File: src/rtl/cge_pkg.sv
// ---------------------------------------------------------------------------
// cge_pkg
// Shared constants, types and helpers of the colour gradient evaluator.
// ---------------------------------------------------------------------------
package cge_pkg;

   localparam int MARK_COUNT    = 8;
   localparam int POSITION_BITS = 16;
   localparam int SLOT_BITS     = (MARK_COUNT > 1) ? $clog2(MARK_COUNT) : 1;
   localparam int CHAN_BITS     = 8;
   localparam int COLOR_BITS    = 4 * CHAN_BITS;
   // a*(d-n) + b*n <= 255*d
   localparam int NUM_BITS      = POSITION_BITS + CHAN_BITS;
   // 2*num + d <= 511*d
   localparam int DIV_BITS      = POSITION_BITS + CHAN_BITS + 1;
   localparam int FIFO_DEPTH    = 2;
   localparam int FIFO_PTR_BITS = 1;
   localparam int FIFO_CNT_BITS = 2;

   localparam logic [SLOT_BITS-1:0] LAST_SLOT = SLOT_BITS'(MARK_COUNT - 1);

   localparam logic ACT_WRITE = 1'b0;
   localparam logic ACT_QUERY = 1'b1;

   localparam logic [1:0] KIND_INTERP = 2'd0;
   localparam logic [1:0] KIND_SINGLE = 2'd1;
   localparam logic [1:0] KIND_BLACK  = 2'd2;

   localparam logic [COLOR_BITS-1:0] BLACK_OPAQUE = 32'hFF00_0000;
   localparam logic [COLOR_BITS-1:0] WHITE_OPAQUE = 32'hFFFF_FFFF;

   localparam logic [1:0] CH_RED   = 2'd0;
   localparam logic [1:0] CH_GREEN = 2'd1;
   localparam logic [1:0] CH_BLUE  = 2'd2;
   localparam logic [1:0] CH_ALPHA = 2'd3;

   typedef struct packed {
      logic                     is_query;
      logic                     slot_ok;
      logic [SLOT_BITS-1:0]     slot;
      logic [POSITION_BITS-1:0] pos;
      logic                     enable;
      logic [COLOR_BITS-1:0]    color;
   } item_type;

   typedef struct packed {
      logic empty;
      logic full;
   } fifo_status_type;

   function automatic logic [CHAN_BITS-1:0] chan_of(input logic [COLOR_BITS-1:0] color,
                                                    input logic [1:0] ch);
      logic [CHAN_BITS-1:0] res;
      case (ch)
         CH_RED:   res = color[7:0];
         CH_GREEN: res = color[15:8];
         CH_BLUE:  res = color[23:16];
         CH_ALPHA: res = color[31:24];
         default:  res = color[7:0];
      endcase
      return res;
   endfunction

endpackage

File: src/rtl/color_gradient_evaluator_core.sv
// ---------------------------------------------------------------------------
// color_gradient_evaluator_core
// Piecewise linear colour ramp over a small table of gradient marks.
// ---------------------------------------------------------------------------
//
//   channel   handshake          payload
//   request   start / busy       req_action, req_mark_slot, req_position,
//                                req_mark_enable, req_{red,green,blue,alpha}_in
//   result    rsp_valid strobe   rsp_{red,green,blue,alpha}_out, rsp_source_kind
//
// A request is taken when start is high and busy low and waits in a two-deep queue.
// A write updates the table once the idle back end pops it. A query scans one slot per cycle and
// strobes after the scan with one side or none, or after interpolation when it has both sides:
// four channels of one multiply plus eight divider steps. busy is high while the queue is full;
// rsp_valid lasts one cycle and cannot be stalled. Synchronous reset: black at 0, white at full
// scale, queue empty.
//
module color_gradient_evaluator_core import cge_pkg::*; (
   input  logic        clock,
   input  logic        reset,
   input  logic        start,
   output logic        busy,
   input  logic        req_action,
   input  logic [2:0]  req_mark_slot,
   input  logic [15:0] req_position,
   input  logic        req_mark_enable,
   input  logic [7:0]  req_red_in,
   input  logic [7:0]  req_green_in,
   input  logic [7:0]  req_blue_in,
   input  logic [7:0]  req_alpha_in,
   output logic        rsp_valid,
   output logic [7:0]  rsp_red_out,
   output logic [7:0]  rsp_green_out,
   output logic [7:0]  rsp_blue_out,
   output logic [7:0]  rsp_alpha_out,
   output logic [1:0]  rsp_source_kind
);

   fifo_status_type       fifo_status;
   item_type              front_item;
   item_type              head_item;
   logic                  push;
   logic                  pop;
   logic [COLOR_BITS-1:0] rsp_color;

   // front end: classify and enqueue
   cge_front u_front (
      .start           (start),
      .req_action      (req_action),
      .req_mark_slot   (req_mark_slot),
      .req_position    (req_position),
      .req_mark_enable (req_mark_enable),
      .req_red_in      (req_red_in),
      .req_green_in    (req_green_in),
      .req_blue_in     (req_blue_in),
      .req_alpha_in    (req_alpha_in),
      .fifo_status     (fifo_status),
      .busy            (busy),
      .push            (push),
      .item            (front_item)
   );

   // queue keeps request order, so writes and queries stay in sequence
   cge_fifo u_fifo (
      .clock    (clock),
      .reset    (reset),
      .push     (push),
      .item_in  (front_item),
      .pop      (pop),
      .item_out (head_item),
      .status   (fifo_status)
   );

   // back end: table, scan, interpolation
   cge_back u_back (
      .clock       (clock),
      .reset       (reset),
      .head        (head_item),
      .fifo_status (fifo_status),
      .pop         (pop),
      .rsp_valid   (rsp_valid),
      .rsp_color   (rsp_color),
      .rsp_kind    (rsp_source_kind)
   );

   assign rsp_red_out   = rsp_color[7:0];
   assign rsp_green_out = rsp_color[15:8];
   assign rsp_blue_out  = rsp_color[23:16];
   assign rsp_alpha_out = rsp_color[31:24];

endmodule

File: src/rtl/cge_front.sv
// ---------------------------------------------------------------------------
// cge_front
// Takes requests, sorts writes from queries and pushes them to the queue.
// ---------------------------------------------------------------------------
module cge_front import cge_pkg::*; (
   input  logic            start,
   input  logic            req_action,
   input  logic [2:0]      req_mark_slot,
   input  logic [15:0]     req_position,
   input  logic            req_mark_enable,
   input  logic [7:0]      req_red_in,
   input  logic [7:0]      req_green_in,
   input  logic [7:0]      req_blue_in,
   input  logic [7:0]      req_alpha_in,
   input  fifo_status_type fifo_status,
   output logic            busy,
   output logic            push,
   output item_type        item
);

   assign busy = fifo_status.full;
   assign push = start && !fifo_status.full;

   always_comb begin
      item.is_query = (req_action == ACT_QUERY);
      // slots past the table are dropped by the back end
      item.slot_ok  = (int'(req_mark_slot) < MARK_COUNT);
      item.slot     = SLOT_BITS'(req_mark_slot);
      item.pos      = POSITION_BITS'(req_position);
      item.enable   = req_mark_enable;
      item.color    = {req_alpha_in, req_blue_in, req_green_in, req_red_in};
   end

endmodule

File: src/rtl/cge_fifo.sv
// ---------------------------------------------------------------------------
// cge_fifo
// Two-entry request queue between front and back end.
// ---------------------------------------------------------------------------
module cge_fifo import cge_pkg::*; (
   input  logic            clock,
   input  logic            reset,
   input  logic            push,
   input  item_type        item_in,
   input  logic            pop,
   output item_type        item_out,
   output fifo_status_type status
);

   item_type                 mem_ff [FIFO_DEPTH];
   logic [FIFO_PTR_BITS-1:0] wr_ptr_ff, wr_ptr_in;
   logic [FIFO_PTR_BITS-1:0] rd_ptr_ff, rd_ptr_in;
   logic [FIFO_CNT_BITS-1:0] count_ff, count_in;

   assign status.empty = (count_ff == '0);
   assign status.full  = (count_ff == FIFO_CNT_BITS'(FIFO_DEPTH));
   assign item_out     = mem_ff[rd_ptr_ff];

   always_comb begin
      wr_ptr_in = push ? wr_ptr_ff + 1'b1 : wr_ptr_ff;
      rd_ptr_in = pop  ? rd_ptr_ff + 1'b1 : rd_ptr_ff;
      count_in  = count_ff + FIFO_CNT_BITS'(push) - FIFO_CNT_BITS'(pop);
   end

   always_ff @(posedge clock) begin
      if (reset) begin
         wr_ptr_ff <= '0;
         rd_ptr_ff <= '0;
         count_ff  <= '0;
      end else begin
         wr_ptr_ff <= wr_ptr_in;
         rd_ptr_ff <= rd_ptr_in;
         count_ff  <= count_in;
      end
   end

   always_ff @(posedge clock) begin
      if (push) begin
         mem_ff[wr_ptr_ff] <= item_in;
      end
   end

endmodule

File: src/rtl/cge_back.sv
// ---------------------------------------------------------------------------
// cge_back
// Mark table, serial scan, and per-channel interpolation with a shared divider.
// ---------------------------------------------------------------------------
module cge_back import cge_pkg::*; (
   input  logic                  clock,
   input  logic                  reset,
   input  item_type              head,
   input  fifo_status_type       fifo_status,
   output logic                  pop,
   output logic                  rsp_valid,
   output logic [COLOR_BITS-1:0] rsp_color,
   output logic [1:0]            rsp_kind
);

   localparam logic [2:0] ST_IDLE    = 3'd0;
   localparam logic [2:0] ST_SCAN    = 3'd1;
   localparam logic [2:0] ST_RESOLVE = 3'd2;
   localparam logic [2:0] ST_MUL     = 3'd3;
   localparam logic [2:0] ST_DIV     = 3'd4;

   // mark table
   logic                     valid_ff [MARK_COUNT];
   logic [POSITION_BITS-1:0] pos_ff   [MARK_COUNT];
   logic [COLOR_BITS-1:0]    color_ff [MARK_COUNT];

   logic [2:0]               state_ff, state_in;
   logic [POSITION_BITS-1:0] qpos_ff, qpos_in;
   logic [SLOT_BITS-1:0]     idx_ff, idx_in;
   logic                     lo_found_ff, lo_found_in, hi_found_ff, hi_found_in;
   logic [POSITION_BITS-1:0] lo_pos_ff, lo_pos_in, hi_pos_ff, hi_pos_in;
   logic [COLOR_BITS-1:0]    lo_color_ff, lo_color_in, hi_color_ff, hi_color_in;
   logic [POSITION_BITS-1:0] d_ff, d_in, n_ff, n_in;
   logic [1:0]               ch_ff, ch_in;
   logic [DIV_BITS-1:0]      rem_ff, rem_in, dvs_ff, dvs_in;
   logic [2:0]               step_ff, step_in;
   logic [CHAN_BITS-1:0]     quo_ff, quo_in;
   logic                     rsp_valid_ff, rsp_valid_in;
   logic [COLOR_BITS-1:0]    rsp_color_ff, rsp_color_in;
   logic [1:0]               rsp_kind_ff, rsp_kind_in;

   logic                     tbl_we;
   logic                     mv;
   logic [POSITION_BITS-1:0] mp;
   logic [CHAN_BITS-1:0]     chan_lo, chan_hi;
   logic [NUM_BITS-1:0]      prod_lo, prod_hi, num;
   logic                     ge;
   logic [CHAN_BITS-1:0]     quo_next;

   assign pop       = (state_ff == ST_IDLE) && !fifo_status.empty;
   assign tbl_we    = pop && !head.is_query && head.slot_ok;
   assign rsp_valid = rsp_valid_ff;
   assign rsp_color = rsp_color_ff;
   assign rsp_kind  = rsp_kind_ff;

   assign mv = valid_ff[idx_ff];
   assign mp = pos_ff[idx_ff];

   assign chan_lo = chan_of(lo_color_ff, ch_ff);
   assign chan_hi = chan_of(hi_color_ff, ch_ff);
   assign prod_lo = NUM_BITS'(chan_lo) * NUM_BITS'(d_ff - n_ff);
   assign prod_hi = NUM_BITS'(chan_hi) * NUM_BITS'(n_ff);
   assign num     = prod_lo + prod_hi;

   assign ge       = (rem_ff >= dvs_ff);
   assign quo_next = {quo_ff[CHAN_BITS-2:0], ge};

   always_comb begin
      state_in     = state_ff;
      qpos_in      = qpos_ff;
      idx_in       = idx_ff;
      lo_found_in  = lo_found_ff;
      hi_found_in  = hi_found_ff;
      lo_pos_in    = lo_pos_ff;
      hi_pos_in    = hi_pos_ff;
      lo_color_in  = lo_color_ff;
      hi_color_in  = hi_color_ff;
      d_in         = d_ff;
      n_in         = n_ff;
      ch_in        = ch_ff;
      rem_in       = rem_ff;
      dvs_in       = dvs_ff;
      step_in      = step_ff;
      quo_in       = quo_ff;
      rsp_valid_in = 1'b0;
      rsp_color_in = rsp_color_ff;
      rsp_kind_in  = rsp_kind_ff;

      case (state_ff)
         ST_IDLE: begin
            if (pop && head.is_query) begin
               qpos_in     = head.pos;
               idx_in      = '0;
               lo_found_in = 1'b0;
               hi_found_in = 1'b0;
               state_in    = ST_SCAN;
            end
         end
         ST_SCAN: begin
            // strict compares keep the lowest slot on equal positions
            if (mv && (mp > qpos_ff) && (!hi_found_ff || (mp < hi_pos_ff))) begin
               hi_found_in = 1'b1;
               hi_pos_in   = mp;
               hi_color_in = color_ff[idx_ff];
            end
            if (mv && (mp < qpos_ff) && (!lo_found_ff || (mp > lo_pos_ff))) begin
               lo_found_in = 1'b1;
               lo_pos_in   = mp;
               lo_color_in = color_ff[idx_ff];
            end
            if (idx_ff == LAST_SLOT) begin
               state_in = ST_RESOLVE;
            end else begin
               idx_in = idx_ff + 1'b1;
            end
         end
         ST_RESOLVE: begin
            if (lo_found_ff && hi_found_ff) begin
               d_in     = hi_pos_ff - lo_pos_ff;
               n_in     = qpos_ff - lo_pos_ff;
               ch_in    = CH_RED;
               state_in = ST_MUL;
            end else begin
               rsp_valid_in = 1'b1;
               rsp_kind_in  = KIND_SINGLE;
               if (hi_found_ff) begin
                  rsp_color_in = hi_color_ff;
               end else if (lo_found_ff) begin
                  rsp_color_in = lo_color_ff;
               end else begin
                  rsp_color_in = BLACK_OPAQUE;
                  rsp_kind_in  = KIND_BLACK;
               end
               state_in = ST_IDLE;
            end
         end
         ST_MUL: begin
            // dividend 2*num + d, divisor 2*d aligned to the top quotient bit
            rem_in   = {num, 1'b0} + DIV_BITS'(d_ff);
            dvs_in   = DIV_BITS'({d_ff, {CHAN_BITS{1'b0}}});
            step_in  = '0;
            quo_in   = '0;
            state_in = ST_DIV;
         end
         ST_DIV: begin
            if (ge) begin
               rem_in = rem_ff - dvs_ff;
            end
            dvs_in  = dvs_ff >> 1;
            quo_in  = quo_next;
            step_in = step_ff + 1'b1;
            if (step_ff == 3'd7) begin
               case (ch_ff)
                  CH_RED:   rsp_color_in[7:0]   = quo_next;
                  CH_GREEN: rsp_color_in[15:8]  = quo_next;
                  CH_BLUE:  rsp_color_in[23:16] = quo_next;
                  CH_ALPHA: rsp_color_in[31:24] = quo_next;
                  default:  rsp_color_in[7:0]   = quo_next;
               endcase
               if (ch_ff == CH_ALPHA) begin
                  rsp_valid_in = 1'b1;
                  rsp_kind_in  = KIND_INTERP;
                  state_in     = ST_IDLE;
               end else begin
                  ch_in    = ch_ff + 1'b1;
                  state_in = ST_MUL;
               end
            end
         end
         default: begin
            state_in = ST_IDLE;
         end
      endcase
   end

   always_ff @(posedge clock) begin
      if (reset) begin
         state_ff     <= ST_IDLE;
         rsp_valid_ff <= 1'b0;
      end else begin
         state_ff     <= state_in;
         rsp_valid_ff <= rsp_valid_in;
      end
   end

   always_ff @(posedge clock) begin
      qpos_ff      <= qpos_in;
      idx_ff       <= idx_in;
      lo_found_ff  <= lo_found_in;
      hi_found_ff  <= hi_found_in;
      lo_pos_ff    <= lo_pos_in;
      hi_pos_ff    <= hi_pos_in;
      lo_color_ff  <= lo_color_in;
      hi_color_ff  <= hi_color_in;
      d_ff         <= d_in;
      n_ff         <= n_in;
      ch_ff        <= ch_in;
      rem_ff       <= rem_in;
      dvs_ff       <= dvs_in;
      step_ff      <= step_in;
      quo_ff       <= quo_in;
      rsp_color_ff <= rsp_color_in;
      rsp_kind_ff  <= rsp_kind_in;
   end

   // table: black at 0 and white at full scale after reset
   always_ff @(posedge clock) begin
      if (reset) begin
         for (int i = 0; i < MARK_COUNT; i++) begin
            valid_ff[i] <= (i < 2);
            pos_ff[i]   <= (i == 1) ? {POSITION_BITS{1'b1}} : '0;
            color_ff[i] <= (i == 0) ? BLACK_OPAQUE : ((i == 1) ? WHITE_OPAQUE : '0);
         end
      end else if (tbl_we) begin
         valid_ff[head.slot] <= head.enable;
         pos_ff[head.slot]   <= head.pos;
         color_ff[head.slot] <= head.color;
      end
   end

endmodule

File: config.mk
export PLATFORM = sky130hd
export DESIGN_NAME = color_gradient_evaluator_core
export DESIGN_NICKNAME = d
export VERILOG_FILES = /design/src/rtl/cge_pkg.sv /design/src/rtl/color_gradient_evaluator_core.sv /design/src/rtl/cge_front.sv /design/src/rtl/cge_fifo.sv /design/src/rtl/cge_back.sv
export SDC_FILE = /design/constraint.sdc
export NUM_CORES = 2
export LEC_CHECK = 0
export BUFFER_PORTS_ARGS = -buffer_cell sky130_fd_sc_hd__buf_2
export CORE_MARGIN = 1
export CORE_UTILIZATION = 64
export DETAILED_ROUTE_END_ITERATION = 16
export PLACE_DENSITY = 0.91
export SYNTH_ARGS = -nofsm -noshare
export SYNTH_HDL_FRONTEND = slang
export SYNTH_SLANG_ARGS = --single-unit
File: constraint.sdc
create_clock -name clock -period 11.7 [get_ports clock]
set_input_delay 1.17 -clock clock [delete_from_list [all_inputs] [get_ports clock]]
set_output_delay 1.17 -clock clock [all_outputs]
set_load 0.02 [all_outputs]
==> flow_summary_export.csv <==
group,metric,value,unit
outcome,outcome,"complete, no violations",
logic_synthesis,ys_top_cells_by_area,"edfxtp_1 (51%), fa_1 (11%), ha_1 (5.8%)",
run,drv_cap,0,
logic_synthesis,syn_area_per_cell,12.2,um^2
timing,setup-tns-final,0,ps
worst_setup_path,r2r_end,"u_back.rem_ff[24]$_DFFE_PP_",
logic_synthesis,ys_types,75,
placed_design,numPortBuffers,91,
clock_tree,cts_resized,0,
finish,nFillCells,4045,
timing,tightest_slew,1350,ps
die,row_count,95,
logic_synthesis,yosysTopAreaCell,"edfxtp_1",
drt,viasPerCell,6.58,
timing,rsz0062_at_grt,"false",
worst_setup_path,slowest_stage,"xnor2_1",
worst_hold_path,worstHoldStart,"u_fifo.rd_ptr_ff$_SDFFE_PP0P_",
worst_hold_path,whs_path_depth,2,
clock_tree,cts_sinks,754,
logic_synthesis,yosysWarnings,0,
finish,synthToLayoutAreaGrowth,8.76,%
timing,hold_violations,0,
logic_synthesis,synth_top_cell_area_share,50.7,%
worst_setup_path,cp.required,12180,ps
timing,maxSlewHeadroom,9.65,%
logic_synthesis,synth_edf_count,740,
placed_design,gp_congestion,1.02,
timing,period_share,85.1,%
clock_tree,cts-root-buf,"clkbuf_16",
die,fp.dieH,264,um
clock_tree,clk_latency,660,ps
drt,vias,30200,
clock_tree,cts_buffer_depth,3,
finish,final_core_util,70.6,%
logic_synthesis,synth-seq-cells,754,
die,die_area,69600,um^2
drt,firstDrtPassIters,10,
global_routing,grt_usage,34.0,%
logic_synthesis,synthCells,3585,
logic_synthesis,async_reset_ff_share,0,%
worst_setup_path,crit_path_start_kind,"flop",
worst_setup_path,cpPeakStageDelay,630,ps
finish,seq_area,22500,um^2
placed_design,dpl.hpwl,75800,um
drt,avgRoutedWirePerCell,25.7,um
die,core_area,67500,um^2
drt,drc_errors,0,
clock_tree,cts_tree,"done",
clock_tree,htreeDepth,3,
logic_synthesis,synth_common_cells,"edfxtp_1 (740), nor2_1 (538), inv_1 (400)",
worst_setup_path,worstPathArrival,10440,ps
logic_synthesis,yosysMostFrequentCell,"edfxtp_1",
logic_synthesis,syn_area,43800,um^2
clock_tree,cts_buffers,73,
drt,first_iter_violations,4840,
worst_setup_path,criticalPathCategory,"flop to flop",
finish,nets,4143,
die,initial_core_util,64.9,%
placed_design,preCtsSetupSlack,1810,ps
finish,multi_input_area,19400,um^2
global_routing,antenna_found_initial,2,
worst_setup_path,worstRegToRegCells,34,
finish,drive_gt1_share,11.9,%
logic_synthesis,syn_nets,4077,
worst_setup_path,r2r_setup_slack,1740,ps
drt,final_antenna_net_count,0,
die,die_w,264,um
timing,layout_min_cycle_time,9960,ps
timing,skew,50.6,ps
timing,drv_slew,0,
timing,setup_viol,0,
clock_tree,ctsHoldBuffers,0,
drt,wl,118000,um
logic_synthesis,synth_top_flop_cell,"edfxtp_1",
global_routing,grt_pass1_vias,30600,
timing,worst_hold_slack,557,ps
worst_setup_path,path_common_cell,"fa_1",
clock_tree,postCtsSetupBuffers,0,
clock_tree,clkSlewWorstSetupHoldPaths,70,ps
logic_synthesis,ys_seq_area_share,51.3,%
die,io_pins,92,
global_routing,grt_max_degree,81,
worst_setup_path,path_max_fanout,10,
worst_hold_path,hold_path.class,"flop to flop",
timing,fmax,0.100,GHz
worst_setup_path,cp-end-kind,"flop",
timing,layout_setup_ws,1740,ps
global_routing,grt_pass1_wl,177000,um
worst_setup_path,timing.rr.start,"u_back.n_ff[1]$_DFFE_PP_",
global_routing,grt_overflow_total,0,
final cells by class:
type | count | share of cell area [%]
antenna | 2 | 0.0105
clock buffer | 93 | 4.01
clock inverter | 40 | 1.02
inverter | 402 | 3.16
multi-input combinational | 2284 | 40.6
sequential | 754 | 47.2
tap | 873 | 2.29
timing repair buffer | 136 | 1.66
cell families (layout without fill, tap and decap cells):
group                      Yosys count  in the layout  synth area share, %
DFF                                754            754                 51.3
buffers and inverters              547            671                 4.69
adders and majority gates          436            436                 16.4
and+or+nand+nor                   1104           1104                 11.1
other                                0              2                    0
muxes                              215            215                 7.87
AOI/OAI and AO/OA                  427            427                 6.56
xor gates and xnor gates           102            102                 2.07
sequential cells by signal, indices dropped and copies added (netlist names), 24 cells and up, named ones only:
name,cells
u_back.color_ff,256
u_back.pos_ff,128
u_fifo.mem_ff,106
u_back.hi_color_ff,32
u_back.lo_color_ff,32
u_back.rsp_color,32
u_back.rem_ff,25
u_back.dvs_ff,24
per-stage QoR:
stage,cells,cell area (um^2)
floorplan,3585,43800
global placement,4448,45300
CTS,4581,47700
finish,4584,47700
detailed placement,4448,45300
global route,4582,47700
placed cells by master (no fill, tap or decap), drive strengths merged, types with 34 or more instances in the layout:
| cell type | netlist | routed |
|---|---|---|
| mux4 | 98 | 98 |
| inv | 400 | 405 |
| a21oi | 89 | 89 |
| xnor2 | 67 | 67 |
| mux2 | 57 | 57 |
| xor2 | 34 | 34 |
| edfxtp | 740 | 740 |
| buf | 25 | 136 |
| nor2 | 538 | 538 |
| and2 | 81 | 81 |
| nor3 | 41 | 41 |
| o21ai | 102 | 102 |
| a21o | 34 | 34 |
| clkbuf | 120 | 93 |
| mux2i | 60 | 60 |
| ha | 203 | 203 |
| nor2b | 42 | 42 |
| fa | 233 | 233 |
| nand2 | 281 | 281 |
worst max-delay path by stage:
| stage | end | slack, ps | start | cells after the start |
|---|---|---|---|---|
| global placement | u_back.rem_ff[18]$_DFFE_PP_ | 2040 | u_back.n_ff[1]$_DFFE_PP_ | 35 |
| CTS | u_back.rem_ff[24]$_DFFE_PP_ | 1790 | u_back.n_ff[1]$_DFFE_PP_ | 34 |
| finish | u_back.rem_ff[24]$_DFFE_PP_ | 1740 | u_back.n_ff[1]$_DFFE_PP_ | 34 |
| global route | u_back.rem_ff[24]$_DFFE_PP_ | 1030 | u_back.n_ff[1]$_DFFE_PP_ | 34 |
| detailed placement | u_back.rem_ff[24]$_DFFE_PP_ | 1810 | u_back.n_ff[1]$_DFFE_PP_ | 34 |
| floorplan | u_back.rem_ff[18]$_DFFE_PP_ | 3080 | u_back.n_ff[0]$_DFFE_PP_ | 33 |
critical path: cells and delay by family, from the launching register on:
kind | cells | cell delay [ps]
and+or+nand+nor | 7 | 1730
buffers and inverters | 4 | 240
AOI/OAI and AO/OA | 11 | 2350
DFF | 1 | 520
adders and majority gates | 9 | 3900
xor gates and xnor gates | 3 | 1060
routing by layer:
metal	up-vias	global-route usage (%)	part of all wire [%]
met4	0	20.9	6.5
met3	506	6.27	12
met5	-	0	0
met2	2532	54.6	48
met1	14500	43.2	34
li1	12600	-	-
Power is left out: the tool's default activity adds up to more than one toggle a clock period on the data nets, which glitch-free logic cannot reach.
